[config.mk]
export PLATFORM = sky130hd
export DESIGN_NAME = fgt_ram
export DESIGN_NICKNAME = d
export VERILOG_FILES = /design/src/sv/fgt_ram.sv
export SDC_FILE = /design/constraint.sdc
export NUM_CORES = 1
export LEC_CHECK = 0
export BUFFER_PORTS_ARGS = -buffer_cell sky130_fd_sc_hd__buf_2
export CORE_UTILIZATION = 50
export DETAILED_ROUTE_END_ITERATION = 12
export GPL_TIMING_DRIVEN = 0
export PLACE_DENSITY_LB_ADDON = 0.2
export SYNTH_ARGS = -nofsm -noshare
export SYNTH_HDL_FRONTEND = slang
export SYNTH_SLANG_ARGS = --single-unit
[constraint.sdc]
create_clock -name clk -period 0.95 [get_ports clk]
set_input_delay 0.095 -clock clk [delete_from_list [all_inputs] [get_ports clk]]
set_output_delay 0.095 -clock clk [all_outputs]
set_load 0.01 [all_outputs]
[src/sv/fgt_ram.sv]
// Generic single-write, single-read RAM with registered read data.
`timescale 1ns / 1ps
`default_nettype none
module fgt_ram #(
	parameter int WIDTH = 8,
	parameter int DEPTH = 2
) (
	input  wire                                        clk,
	input  wire                                        we,
	input  wire [((DEPTH > 1) ? $clog2(DEPTH) : 1)-1:0] waddr,
	input  wire [WIDTH-1:0]                            wdata,
	input  wire                                        re,
	input  wire [((DEPTH > 1) ? $clog2(DEPTH) : 1)-1:0] raddr,
	output logic [WIDTH-1:0]                           rdata
);

	logic [WIDTH-1:0] mem_q [DEPTH];

	always_ff @(posedge clk) begin
		if (we) begin
			mem_q[waddr] <= wdata;
		end
		if (re) begin
			rdata <= mem_q[raddr];
		end
	end

endmodule
`default_nettype wire

==> results.json, run 1 <==
{
  "status": "finished with violations",
  "failed_checks": "design-rule violations",
  "clockRootBuffer": "clkbuf_4",
  "max_freq_mhz": 1079,
  "path_delay_family": "flip-flops",
  "io_pins": 21,
  "worstHoldStart": "re",
  "leakage_uw": 0.0004411,
  "htreeDepth": 1,
  "grt_pass1_wl_um": 1821,
  "cpPeakStageDelay_ns": 0.38,
  "drcViolationCount": 2,
  "clockPowerShare": 0.334,
  "yosysUniqueCellTypes": 5,
  "postSynth.asyncResetShare": 0,
  "rows": 14,
  "synth_area_leaders": "edfxtp_1 (83%), mux2_4 (14%), buf_6 (1.3%)",
  "p_sw_frac": 0.1772,
  "multiInputGateArea_um2": 132.6,
  "slowest_stage": "edfxtp_1",
  "min_path_cells": 1,
  "crit_cells": 1,
  "cp_num_buf_inv": 1,
  "gp_congestion": 0.6147,
  "fin_total_pwr_uw": 2164,
  "dp.cells": 70,
  "power.switching_uw": 383.5,
  "vdd_drop_max_mv": 1.443,
  "die_area_um2": 1900,
  "instances_no_fill": 82,
  "synthTopCellsByCount": "edfxtp_1 (24), mux2_4 (8), and2_1 (1), buf_6 (1), nor2b_1 (1)",
  "die_y_um": 43.59,
  "placed_area_um2": 979.7,
  "clk_pin_slew_ns": 0.13,
  "fp.dieW_um": 43.59,
  "synth_most_common_cell": "edfxtp_1",
  "worst_r2r_path_depth": 1,
  "timing.critical_path.arrival_ns": 0.83,
  "routed_wirelength_um": 1135,
  "vias": 419,
  "grt_max_degree": 15,
  "fin_util": 0.7135,
  "tightest_slew_ns": 0.6538,
  "route.met3.wl_um": 66,
  "numPortBuffers": 19,
  "slew_viol_final": 0,
  "wl_met2_um": 663,
  "grt_pass1_vias": 416,
  "rsz0062_at_grt": "yes",
  "synth.ff_latch_count": 24,
  "fill_cells": 93,
  "min_period_ns": 0.9267,
  "core-area_um2": 1559,
  "p_per_area_nw_per_um2": 1946,
  "critPathLaunchType": "register",
  "cts_buffers": 3,
  "endpoint_kind": "output port",
  "synth-edff-count": 24,
  "seq_area_um2": 720.7,
  "initial_utilization": 0.5546,
  "required_ns": 0.85,
  "startpoint": "rdata[2]",
  "met1_length_um": 387,
  "vias_per_cell": 5.110,
  "slew_headroom": 0.5632,
  "fin_area_um2": 1112,
  "grt.total_usage": 0.1414,
  "hold_viol": 0,
  "synth_top_area_frac": 0.8336,
  "ys_warn_count": 0,
  "report.final.setup_viol": 0,
  "cp_cell_sequence": "buf_2",
  "hp-class": "in2reg",
  "routedWlPerCell_um": 13.84,
  "syn_avg_cell_area_um2": 24.70,
  "crit_fanout": 1,
  "antenna_found_initial": 0,
  "clk_latency_ns": 0.31,
  "clock_path_buffers": 2,
  "nets": 80,
  "syn_nets": 48,
  "cts_tree": "built",
  "syn_inst": 35,
  "yosys.area.top_type": "edfxtp_1",
  "finClkSkew_ns": 0.007010,
  "whs_ns": 0.1090,
  "first_iter_violations": 5,
  "combPwrFrac": 0.081,
  "seqPwrFrac": 0.586,
  "postCtsSetupRepairBufs": 0,
  "fin_crit_sh": 0.9755,
  "r2r-start": "mem_q[0][3]",
  "ant_nets": 0,
  "drive_gt1_frac": 0.4848,
  "p_int_uw": 1781,
  "cap_violations": 0,
  "syn_area_um2": 864.6,
  "grt.overflow.total": 0,
  "critical_path_class": "reg2out",
  "ys_seq_area_frac": 0.8336,
  "syn2layout_area_growth_pct": 28.65,
  "highest_layer": "met4",
  "clkSinkCount": 24,
  "synthFlopType": "edfxtp_1",
  "antenna_cells": 0,
  "dr.pass1.iters": 7
}
-- routing by layer --
layer / track usage / vias up
met5: 0 / -
met4: 0.07500 / 0
met3: 0.04167 / 2
met2: 0.2627 / 19
met1: 0.1382 / 199
li1: - / 199
-- stage by stage --
step           TNS (ns)  setup slack, ns
2_1_floorplan         0          0.06156
3_3_place_gp    -0.9610          -0.1203
3_5_place_dp     -1.378          -0.1724
4_1_cts               0          0.01089
5_1_grt         -0.1055         -0.02821
6_report              0          0.02331
-- registers in the layout, summed over array words and instances (netlist names) --
register,cells
mem_q,16
rdata,8
-- what timing repair did --
action                                 in CTS  in global routing
gates resized for setup                     0                  0
setup endpoints to repair                   0                  7
hold buffers                                8                  0
endpoints found under the hold margin      16                  0
-- power groups by stage --
stage / Clock [µW] / Combinational, µW / Sequential (µW)
after floorplan: 0 / 72.4 / 1300
after global placement: 0 / 143 / 1290
after detailed placement: 0 / 150 / 1290
after CTS: 734 / 175 / 1270
after global routing: 766 / 187 / 1280
final: 722 / 175 / 1270
-- final timing paths --
check / slack, ns / end
max: 0.02 / rdata[2]
min: 0.11 / rdata[6]
max reg2reg: 0.03 / rdata[3]
min reg2reg: 0.57 / rdata[2]
-- kinds of logic after synthesis --
family	after synthesis	synth area share
AND/OR/NAND/NOR	2	0.01448
multiplexers	8	0.1389
flip-flops	24	0.8336
buffers and inverters	1	0.01302
-- layout make-up --
class | instances | area share
sequential | 24 | 0.6479
tap | 16 | 0.01800
buffer | 1 | 0.01012
multi-input combinational | 10 | 0.1192
timing repair buffer | 27 | 0.1575
clock buffer | 3 | 0.02025
clock inverter | 1 | 0.02700
-- layout by cell type, fill, tap and decap left out --
master         Yosys  layout
nor2b_1            1       1
dlygate4sd3_1      0       8
edfxtp_1          24      24
clkbuf_4           0       3
mux2_4             8       8
buf_6              1       1
and2_1             1       1
buf_2              0      19
bufinv_16          0       1
No activity file was read; power rests on OpenSTA's default activity.
==> run 2, diff against run 1 <==
--- a/config.mk
+++ b/config.mk
@@ -9,7 +9,7 @@
 export CORE_UTILIZATION = 50
 export DETAILED_ROUTE_END_ITERATION = 12
 export GPL_TIMING_DRIVEN = 0
-export PLACE_DENSITY_LB_ADDON = 0.2
+export PLACE_DENSITY = 0.83
 export SYNTH_ARGS = -nofsm -noshare
 export SYNTH_HDL_FRONTEND = slang
 export SYNTH_SLANG_ARGS = --single-unit
==> constraint.sdc (replaced) <==
create_clock -name clk -period 1 [get_ports clk]
set_input_delay 0.1 -clock clk [delete_from_list [all_inputs] [get_ports clk]]
set_output_delay 0.1 -clock clk [all_outputs]
set_load 0.01 [all_outputs]
==> results.json, run 2 (synthesis results as in run 1) <==
{
  "finClkSkew_ns": 0.001568,
  "die_area_um2": 1900,
  "crit_fanout": 1,
  "vias": 401,
  "grt.overflow.total": 0,
  "largestRegisters": "mem_q x16, rdata x8",
  "routed_wirelength_um": 1009,
  "critical_path_class": "reg2reg",
  "first_iter_violations": 10,
  "cp_cell_sequence": "mux2_4",
  "cpPeakStageDelay_ns": 0.40,
  "dr.pass1.iters": 8,
  "grt_pass1_vias": 365,
  "worstHoldStart": "re",
  "slowest_stage": "edfxtp_1",
  "required_ns": 1.06,
  "core-area_um2": 1559,
  "slew_viol_final": 0,
  "grt_use_met2": 0.2030,
  "initial_utilization": 0.5546,
  "p_per_area_nw_per_um2": 1617,
  "p_int_uw": 1427,
  "failed_checks": "design-rule violations",
  "die_y_um": 43.59,
  "numPortBuffers": 19,
  "grt_use_met1": 0.1261,
  "report.final.setup_viol": 0,
  "rsz0062_at_grt": "no",
  "fin_crit_sh": 0.9095,
  "gp_congestion": 0.5983,
  "cts_tree": "built",
  "grt_max_degree": 13,
  "routedWlPerCell_um": 12.46,
  "rows": 14,
  "hold_viol": 0,
  "clockPowerShare": 0.219,
  "leakage_uw": 0.0004270,
  "endpoint_kind": "register",
  "clkSinkCount": 24,
  "tightest_slew_ns": 0.6897,
  "htreeDepth": 1,
  "grt_util_met3": 0.02500,
  "critPathLaunchType": "register",
  "cp_num_buf_inv": 0,
  "clk_pin_slew_ns": 0.11,
  "fin_total_pwr_uw": 1751,
  "nets": 80,
  "syn2layout_area_growth_pct": 25.18,
  "final_common_cell": "edfxtp_1",
  "power.switching_uw": 324.1,
  "min_period_ns": 0.9095,
  "largest_reg_flops": 16,
  "combPwrFrac": 0.094,
  "cts_buffers": 3,
  "cap_violations": 0,
  "p_sw_frac": 0.1851,
  "max_freq_mhz": 1100,
  "largest-register": "mem_q",
  "drcViolationCount": 3,
  "mostFrequentLayoutCells": "edfxtp_1 (24), buf_2 (19), mux2_4 (8), dlygate4sd3_1 (8), clkbuf_4 (3)",
  "clockRootBuffer": "clkbuf_4",
  "seqPwrFrac": 0.687,
  "status": "finished with violations",
  "whs_ns": 0.1327,
  "drive_gt1_frac": 0.4769,
  "ant_nets": 0,
  "antenna_found_initial": 0,
  "cts-resized-gates": 0,
  "antenna_cells": 0,
  "clk_latency_ns": 0.29,
  "vias_per_cell": 4.951,
  "hp-class": "in2reg",
  "gr-max-usage-layer": "met2",
  "grt_pass1_wl_um": 1511,
  "path_delay_family": "flip-flops",
  "startpoint": "mem_q[0][4]",
  "fp.dieW_um": 43.59,
  "slew_headroom": 0.5393,
  "grt.total_usage": 0.1188,
  "clock_path_buffers": 2,
  "timing.critical_path.arrival_ns": 0.97,
  "r2r-start": "mem_q[0][4]",
  "vdd_drop_max_mv": 1.109,
  "io_pins": 21
}
-- run 2: cell count changes in the layout (fill, tap and decap cells not counted), sizes merged --
cell,previous run,this run
bufinv,1,0
-- run 2: power groups by stage --
stage                     Sequential [µW]  Combinational, µW  Clock (µW)
after floorplan                      1240               68.8           0
after global placement               1220                137           0
after detailed placement             1230                142           0
after CTS                            1200                166         394
after global routing                 1210                177         437
final                                1200                164         383
-- run 2: layer usage --
layer | part of all wire | wire, µm | up-vias
li1 | - | - | 197
met1 | 0.40 | 399 | 186
met2 | 0.55 | 551 | 18
met3 | 0.057 | 58 | 0
met4 | 0 | 0 | 0
met5 | 0 | 0 | -
-- run 2: final timing paths --
kind / to / slack [ns] / depth (start not counted)
max: rdata[4] / 0.09 / 1
min: rdata[1] / 0.13 / 1
max reg2reg: rdata[4] / 0.09 / 1
min reg2reg: rdata[2] / 0.56 / 1
-- run 2: timing repair --
action | CTS | global route
hold buffers | 8 | 0
hold endpoints to repair | 16 | 0
setup buffers | 0 | 0
-- run 2: final cells by class --
class                   instances  area (µm²)
plain buffers                   1       11.26
clock buffers                   3       22.52
fillers                       101       476.7
multi-input cells              10       132.6
flip-flops and latches         24       720.7
well taps                      16       20.02
repair buffers                 27       175.2
-- run 2: metrics by stage --
step / TNS [ns] / instance area [µm²] / std cells / worst slack [ns] / utilization
2_1_floorplan: 0 / 864.6 / 35 / 0.1066 / -
6_report: 0 / 1082 / 81 / 0.09053 / 0.6942
3_3_place_gp: -0.7904 / 979.7 / 70 / -0.09890 / 0.6284
4_1_cts: 0 / 1082 / 81 / 0.07852 / 0.6942
3_5_place_dp: -1.179 / 979.7 / 70 / -0.1476 / 0.6284
5_1_grt: 0 / 1082 / 81 / 0.03375 / 0.6942
