### src/sv/fgt_pkg.sv
// Shared types and constants for the feed gap tracker.
`timescale 1ns / 1ps
`default_nettype none
package fgt_pkg;

	localparam int SYMBOL_COUNT = 32;
	localparam int SLOT_W = (SYMBOL_COUNT > 1) ? $clog2(SYMBOL_COUNT) : 1;
	localparam logic [7:0] ADD_ORDER_RESET = 8'd65;

	typedef enum logic {
		ACT_PROCESS = 1'b0,
		ACT_READ    = 1'b1
	} action_t;

	typedef struct packed {
		action_t            action;
		logic [31:0]        seq_number;
		logic [7:0]         msg_kind;
		logic [63:0]        exch_time_ns;
		logic [31:0]        symbol_index;
		logic signed [63:0] price_ticks_in;
		logic [31:0]        quantity_in;
	} in_item_t;

	typedef struct packed {
		logic [63:0]        message_count;
		logic [63:0]        gap_event_count;
		logic [63:0]        missing_total;
		logic [63:0]        duplicate_count;
		logic signed [63:0] entry_price;
		logic [31:0]        entry_quantity;
		logic [63:0]        entry_time_ns;
		logic [31:0]        entry_updates;
	} out_item_t;

	// One symbol table row.
	typedef struct packed {
		logic signed [63:0] price;
		logic [31:0]        qty;
		logic [63:0]        time_ns;
		logic [31:0]        updates;
	} entry_t;

	localparam int ENTRY_W = $bits(entry_t);

	typedef struct packed {
		logic [63:0] msg;
		logic [63:0] gap;
		logic [63:0] missing;
		logic [63:0] dup;
	} cnt_t;

	typedef struct packed {
		logic        commit;
		logic [31:0] seq;
	} seq_req_t;

endpackage
`default_nettype wire

### src/sv/fgt_seq.sv
// Sequence number check and the global message counters.
`timescale 1ns / 1ps
`default_nettype none
module fgt_seq (
	input  wire              clk,
	input  wire              arst_n,
	input  fgt_pkg::seq_req_t req,
	output fgt_pkg::cnt_t    cnt_cur,
	output fgt_pkg::cnt_t    cnt_next
);
	import fgt_pkg::*;

	logic [31:0] expected_q;
	logic        first_q;
	cnt_t        cnt_q;
	logic        jump_fwd;
	logic        jump_back;
	logic [31:0] diff;

	// first message after reset skips the check
	assign jump_fwd  = !first_q && (req.seq > expected_q);
	assign jump_back = !first_q && (req.seq < expected_q);
	assign diff      = req.seq - expected_q;

	always_comb begin
		cnt_next.msg     = cnt_q.msg + 64'd1;
		cnt_next.gap     = cnt_q.gap + {63'd0, jump_fwd};
		cnt_next.missing = cnt_q.missing + (jump_fwd ? {32'd0, diff} : 64'd0);
		cnt_next.dup     = cnt_q.dup + {63'd0, jump_back};
	end

	assign cnt_cur = cnt_q;

	always_ff @(posedge clk or negedge arst_n) begin
		if (!arst_n) begin
			expected_q <= '0;
			first_q    <= 1'b1;
			cnt_q      <= '0;
		end else if (req.commit) begin
			expected_q <= req.seq + 32'd1;
			first_q    <= 1'b0;
			cnt_q      <= cnt_next;
		end
	end

endmodule
`default_nettype wire

### config.mk
export PLATFORM = sky130hd
export DESIGN_NAME = fgt_seq
export DESIGN_NICKNAME = d
export VERILOG_FILES = /design/src/sv/fgt_pkg.sv /design/src/sv/fgt_seq.sv
export SDC_FILE = /design/constraint.sdc
export NUM_CORES = 1
export LEC_CHECK = 0
export BUFFER_PORTS_ARGS = -buffer_cell sky130_fd_sc_hd__buf_4
export CORE_AREA = 2 2 211 213
export CTS_BUF_LIST = sky130_fd_sc_hd__clkbuf_8
export DETAILED_ROUTE_END_ITERATION = 16
export DIE_AREA = 0 0 213 215
export GPL_TIMING_DRIVEN = 0
export PLACE_DENSITY = 0.75
export REMOVE_ABC_BUFFERS = 1
export SLEW_MARGIN = 10
export SYNTH_ARGS = -nofsm -noshare
export SYNTH_HDL_FRONTEND = slang
export SYNTH_SLANG_ARGS = --single-unit
### constraint.sdc
create_clock -name clk -period 5.8 [get_ports clk]
set_clock_uncertainty 0.15 [all_clocks]
set_input_delay 0.87 -clock clk [delete_from_list [all_inputs] [get_ports clk]]
set_output_delay 0.87 -clock clk [all_outputs]
set_load 0.005 [all_outputs]
==> out/metrics.cfg, run 1 <==
[final_layout]
diodes = 0
n_fill_cell = 3139
fin_nets = 3152
stdcell_count = 3680
mostFrequentLayoutCells = buf_4 (704), dfrtp_1 (288), xnor2_1 (256)
synthToLayoutAreaGrowth_pct = 51.7
utilization = 0.703
final_common_cell = buf_4
final_layout_size_suffix_gt1_frac = 0.420

[global_routing]
grt_max_degree = 132
grt_pass1_wl_um = 117000
grt_pass1_vias = 20192
gr-total-overflow = 0
antenna_found_initial = 0
grtUsageTotal = 0.324

[synthesis]
synth.avg_cell_area_um2 = 8.73
synthCells = 2318
yosysUniqueCellTypes = 81
yosys_warnings = 0
synth_edf_count = 0
ys_seq_area_frac = 0.357
synthFlopType = dfrtp_1
netlist_area_um2 = 20200
synth-seq-cells = 289
synthArstFlopShare = 1.00

[clock_tree]
ctsHoldBuffers = 0
cts_buffers = 52
cts_max_path_buffers = 3
h-tree-depth = 2
clock-sinks = 289
clkTransAtPathRegs_ns = 0.06
root_buffer = clkbuf_8
cts_tree = built
clock_latency_ns = 0.67

[timing]
worst_pin_slew_ns = 0.953
layout_setup_ws_ns = -0.636
period_share = 1.11
rsz0062_at_grt = yes
finalCriticalPeriod_ns = 6.44
slew_viol_final = 0
finalHoldViolations = 0
fmax_mhz = 155
slew_headroom = 0.360
setup_viol = 106
fin_tns_setup_ns = -33.09

[floorplanning]
die_h_um = 215
start_util = 0.464
die-area_um2 = 45800
num_rows = 77
ios = 547
die_x_um = 213
core-area_um2 = 43600

[worst_setup_path]
crit_path_max_fanout = 8
arrival_ns = 5.42
reg2reg_setup_slack_ns = 0.61
r2r_start = expected_q[15]
endpoint_kind = output port
critPathLaunchType = input pin
reg2reg_to = cnt_cur[126]
worstPathRequired_ns = 4.78
rr_worst_depth = 27
worst-setup-path-type = in2out

[drt]
vias = 21003
drt-vias-per-instance = 5.71
finalWirelength_um = 80600
drc = 0
avgRoutedWirePerCell_um = 21.9
drtIter0Drc = 1820
ant_nets = 0
first_pass_iters = 6

[power_and_ir_drop]
p_per_area_nw_per_um2 = 298
p_leak_nw = 14.9
ir_drop_v = 0.000234

[placement]
pre_cts_ws_ns = -3.21
port_buffers = 546
dp_hpwl_um = 52900
dp.cells = 3351
place_congestion = 0.938

[status]
status = finished with violations
failed_checks = setup timing

[hold_path]
hp-class = in2async

[job]
max_cap_viol_count = 0

==> worst max-delay path: stages <==
cell and delay (ns):
buf_4 0.14, inv_2 0.08, ha_4 0.14, inv_2 0.04, fa_2 0.36, nand3_4 0.09
a21oi_4 0.08, o31ai_4 0.34, a21oi_4 0.14, nor2_4 0.16, o21bai_4 0.10, buf_12 0.16
nand2_8 0.11, nor2_4 0.05, ha_4 0.16, fa_2 0.37, a21oi_4 0.20, o22ai_4 0.12
o211ai_1 0.35, o211ai_1 0.28, a21oi_2 0.31, nor2b_4 0.24, buf_12 0.16, nor2_2 0.05
xor2_1 0.13, buf_4 0.16
==> power breakdown <==
| group | internal, mW | switching [mW] | leakage (nW) | total (mW) |
|---|---|---|---|---|
| combinational | 2.23 | 2.21 | 10.5 | 4.44 |
| clock | 1.15 | 0.982 | 0.642 | 2.13 |
| sequential | 2.23 | 0.340 | 3.80 | 2.57 |
==> sequential cells by signal, summed over array words and instances, names as in the netlist <==
register    flops
cnt_cur       256
expected_q     32
first_q         1
==> cells by family after synthesis <==
logic type / Yosys count / share of synthesized area
adder cells (fa/ha/maj): 72 / 0.0453
AO/OA/AOI/OAI: 243 / 0.0727
AND/OR/NAND/NOR: 986 / 0.246
buffers and inverters: 174 / 0.0347
multiplexers: 34 / 0.0189
XOR/XNOR: 520 / 0.225
flip-flops: 289 / 0.357
==> metrics by stage <==
| step | hold slack (ns) | power, mW | cell area, um^2 |
|---|---|---|---|
| after CTS | 0.109 | 8.48 | 28900 |
| after global routing | 0.193 | 9.52 | 30700 |
| final | 0.126 | 9.14 | 30700 |
| after detailed placement | 0.339 | 5.53 | 24700 |
| after global placement | 0.332 | 5.47 | 24600 |
| after floorplan | 0.320 | 4.06 | 19800 |
==> how the worst max path moves through the flow <==
stage,start,to,slack (ns),depth (start not counted)
2_1_floorplan,req[0],cnt_next[115],-0.51,21
3_3_place_gp,req[19],cnt_next[104],-3.25,20
3_5_place_dp,req[22],cnt_next[120],-3.21,20
4_1_cts,expected_q[0],cnt_next[115],-0.45,24
5_1_grt,expected_q[0],cnt_next[124],-0.78,24
6_report,req[0],cnt_next[120],-0.64,26
==> cell usage after synthesis (17+ instances only) <==
| cell | n | area share |
|---|---|---|
| nand3_1 | 143 | 0.035 |
| clkbuf_1 | 70 | 0.013 |
| nor2_1 | 257 | 0.048 |
| a21oi_1 | 105 | 0.026 |
| o21ai_0 | 45 | 0.011 |
| xnor2_1 | 298 | 0.13 |
| nor3_1 | 58 | 0.014 |
| and3_1 | 53 | 0.016 |
| dfrtp_1 | 288 | 0.36 |
| inv_1 | 65 | 0.012 |
| buf_2 | 17 | 0.0042 |
| and4_1 | 19 | 0.0082 |
| nand4_1 | 83 | 0.026 |
| nand2_1 | 262 | 0.049 |
| ha_1 | 70 | 0.043 |
| and2_1 | 19 | 0.0059 |
| mux2_2 | 34 | 0.019 |
| xor2_1 | 222 | 0.096 |
==> per-layer routing <==
metal | GRT usage | vias to the layer above | share of wire
li1 | - | 9362 | -
met1 | 0.393 | 10328 | 0.37
met2 | 0.531 | 1058 | 0.48
met3 | 0.0795 | 255 | 0.086
met4 | 0.168 | 0 | 0.059
met5 | 0 | - | 0
==> repair_timing <==
item                       in CTS  in global routing
cloned                          5                  0
pin swaps                     158                147
setup endpoints to repair     273                122
buffers inserted              147                 93
resized for setup             367                241
==> layout make-up <==
cell class	instances	area, um^2	share of cell area
multi-input combinational	1860	15100	0.492
inverter	66	254	0.00827
tap	592	741	0.0241
clock buffer	68	936	0.0305
timing repair buffer	776	6230	0.203
sequential	289	7230	0.236
clock inverter	29	194	0.00632
No activity file was read; power rests on OpenSTA's default activity.
==> run 2: changes to the inputs <==
- MAX_ROUTING_LAYER: default -> met4
==> out/metrics.cfg, run 2 (synthesis results as in run 1) <==
[worst_setup_path]
crit_path_max_incr_delay_ns = 0.39  ; was 0.37 ns
endpoint_kind = output port  ; unchanged
arrival_ns = 5.46  ; was 5.42 ns
worst-setup-path-type = in2out  ; unchanged
critPathLaunchType = input pin  ; unchanged
cp_slowest_cell = fa_2  ; unchanged
crit_path_max_fanout = 7  ; was 8
worstPathRequired_ns = 4.78  ; about the same
reg2reg_setup_slack_ns = 0.45  ; was 0.61 ns

[clock_tree]
clkTransAtPathRegs_ns = 0.06  ; about the same
clock_latency_ns = 0.65  ; was 0.67 ns
cts_tree = built  ; unchanged
root_buffer = clkbuf_8  ; unchanged
cts_buffers = 52  ; unchanged
clock-sinks = 289  ; unchanged
ctsHoldBuffers = 0  ; unchanged
cts_max_path_buffers = 3  ; unchanged
h-tree-depth = 2  ; unchanged

[drt]
drt-vias-per-instance = 5.75  ; was 5.71
met3RoutedLength_um = 7270  ; was 6950 um
top_layer = met4  ; unchanged
drtIter0Drc = 2064  ; was 1820
wl_met1_um = 30800  ; was 30100 um
drc = 0  ; unchanged
ant_nets = 0  ; unchanged
routed-wl-met2_um = 38900  ; was 38700 um
first_pass_iters = 6  ; unchanged
avgRoutedWirePerCell_um = 22.1  ; was 21.9 um
finalWirelength_um = 81500  ; was 80600 um
vias = 21230  ; was 21003

[placement]
place_congestion = 0.946  ; was 0.938
placed_area_um2 = 24700  ; about the same
dp_hpwl_um = 51900  ; was 52900 um
port_buffers = 546  ; unchanged
pre_cts_ws_ns = -3.14  ; was -3.21 ns

[timing]
worst_pin_slew_ns = 0.855  ; was 0.953 ns
setup_viol = 106  ; unchanged
finalCriticalPeriod_ns = 6.48  ; was 6.44 ns
period_share = 1.12  ; was 1.11
rsz0062_at_grt = yes  ; unchanged
slew_viol_final = 0  ; unchanged
layout_setup_ws_ns = -0.675  ; was -0.636 ns
fmax_mhz = 154  ; was 155 MHz
finalHoldViolations = 0  ; unchanged
slew_headroom = 0.429  ; was 0.360

[floorplanning]
start_util = 0.464  ; unchanged
die_h_um = 215  ; unchanged
ios = 547  ; unchanged
core-area_um2 = 43600  ; unchanged
die_x_um = 213  ; unchanged
die-area_um2 = 45800  ; unchanged
num_rows = 77  ; unchanged

[final_layout]
synthToLayoutAreaGrowth_pct = 52.8  ; was 51.7%
diodes = 0  ; unchanged
final_layout_size_suffix_gt1_frac = 0.420  ; about the same
final_common_cell = buf_4  ; unchanged
finalInstanceArea_um2 = 30900  ; was 30700 um^2
fin_nets = 3167  ; was 3152
n_fill_cell = 3067  ; was 3139
mostFrequentLayoutCells = buf_4 (703), dfrtp_1 (288), xnor2_1 (253)  ; was buf_4 (704), dfrtp_1 (288), xnor2_1 (256)
largest_reg_flops = 256  ; unchanged

[status]
status = finished with violations  ; unchanged
failed_checks = setup timing  ; unchanged

[global_routing]
grt_pass1_vias = 20145  ; was 20192
gr-total-overflow = 0  ; unchanged
grtUsageTotal = 0.336  ; was 0.324
grt_pass1_wl_um = 117000  ; about the same
antenna_found_initial = 0  ; unchanged
grt_max_degree = 134  ; was 132

[power_and_ir_drop]
p_leak_nw = 15.1  ; was 14.9 nW
p_per_area_nw_per_um2 = 297  ; was 298 nW/um^2
ir_drop_v = 0.000250  ; was 0.000234 V

[hold_path]
hp-class = in2async  ; unchanged

[job]
max_cap_viol_count = 0  ; unchanged

run 2: cell count changes in the layout (fill, tap and decap cells not counted), moves of 4 or more:
cell	before	now
and3_4	13	9
nor2_2	14	18
nand3_2	11	7
nand2_2	25	14
nand3_4	11	16
nand2_4	10	17
a21oi_1	73	78
buf_6	57	72
run 2: metrics by stage:
stage,power [mW],util,setup TNS [ns],hold slack [ns],std cells
floorplan,4.06,-,-13.24,0.320,2210
detailed placement,5.50,0.567,-427.07,0.344,3352
CTS,8.62,0.667,-28.27,0.100,3609
global placement,5.44,0.564,-428.75,0.335,3348
finish,9.20,0.709,-38.20,0.106,3693
global route,9.60,0.709,-54.67,0.154,3693
run 2: what timing repair did:
item | CTS | global route
pin swaps | 146 | 140
gates resized for setup | 394 | 230
setup buffers | 159 | 95
setup endpoints to repair | 274 | 136
gates cloned | 5 | 0
run 2: layer usage:
| layer | up-vias | GRT usage |
|---|---|---|
| met5 | - | - |
| li1 | 9397 | - |
| met2 | 1182 | 0.532 |
| met4 | 0 | 0.155 |
| met1 | 10350 | 0.405 |
| met3 | 301 | 0.0779 |
run 2: layout make-up:
cell class              count  area [um^2]  share of cell area
clock inverters            30          220             0.00712
well taps                 592          741              0.0240
inverters                  66          255             0.00825
repair buffers            791         6420               0.207
multi-input cells        1860        15200               0.490
clock buffers              65          895              0.0289
flip-flops and latches    289         7230               0.234
run 2: worst paths after layout:
check,startpoint,to,cells after the start
worst max-delay path,req[0],cnt_next[112],28
worst min-delay path,arst_n,expected_q[22],1
worst max register to register,expected_q[0],cnt_cur[111],29
worst min register to register,cnt_cur[255],cnt_cur[255],1
max in group asynchronous,arst_n,cnt_cur[61],2
min in group clk,cnt_cur[255],cnt_cur[255],1
run 2: where the power goes:
group          switching, mW  internal (mW)  total [mW]
sequential             0.336           2.23        2.57
combinational           2.21           2.31        4.53
clock                  0.957           1.15        2.10
total                   3.51           5.69        9.20
run 2: worst max-delay path: cells and delay by family:
kind                     cells  cell delay, ns
adder cells (fa/ha/maj)      4            1.06
AND/OR/NAND/NOR              6            0.65
buffers and inverters        8            0.89
AO/OA/AOI/OAI                9            1.81
XOR/XNOR                     1            0.16
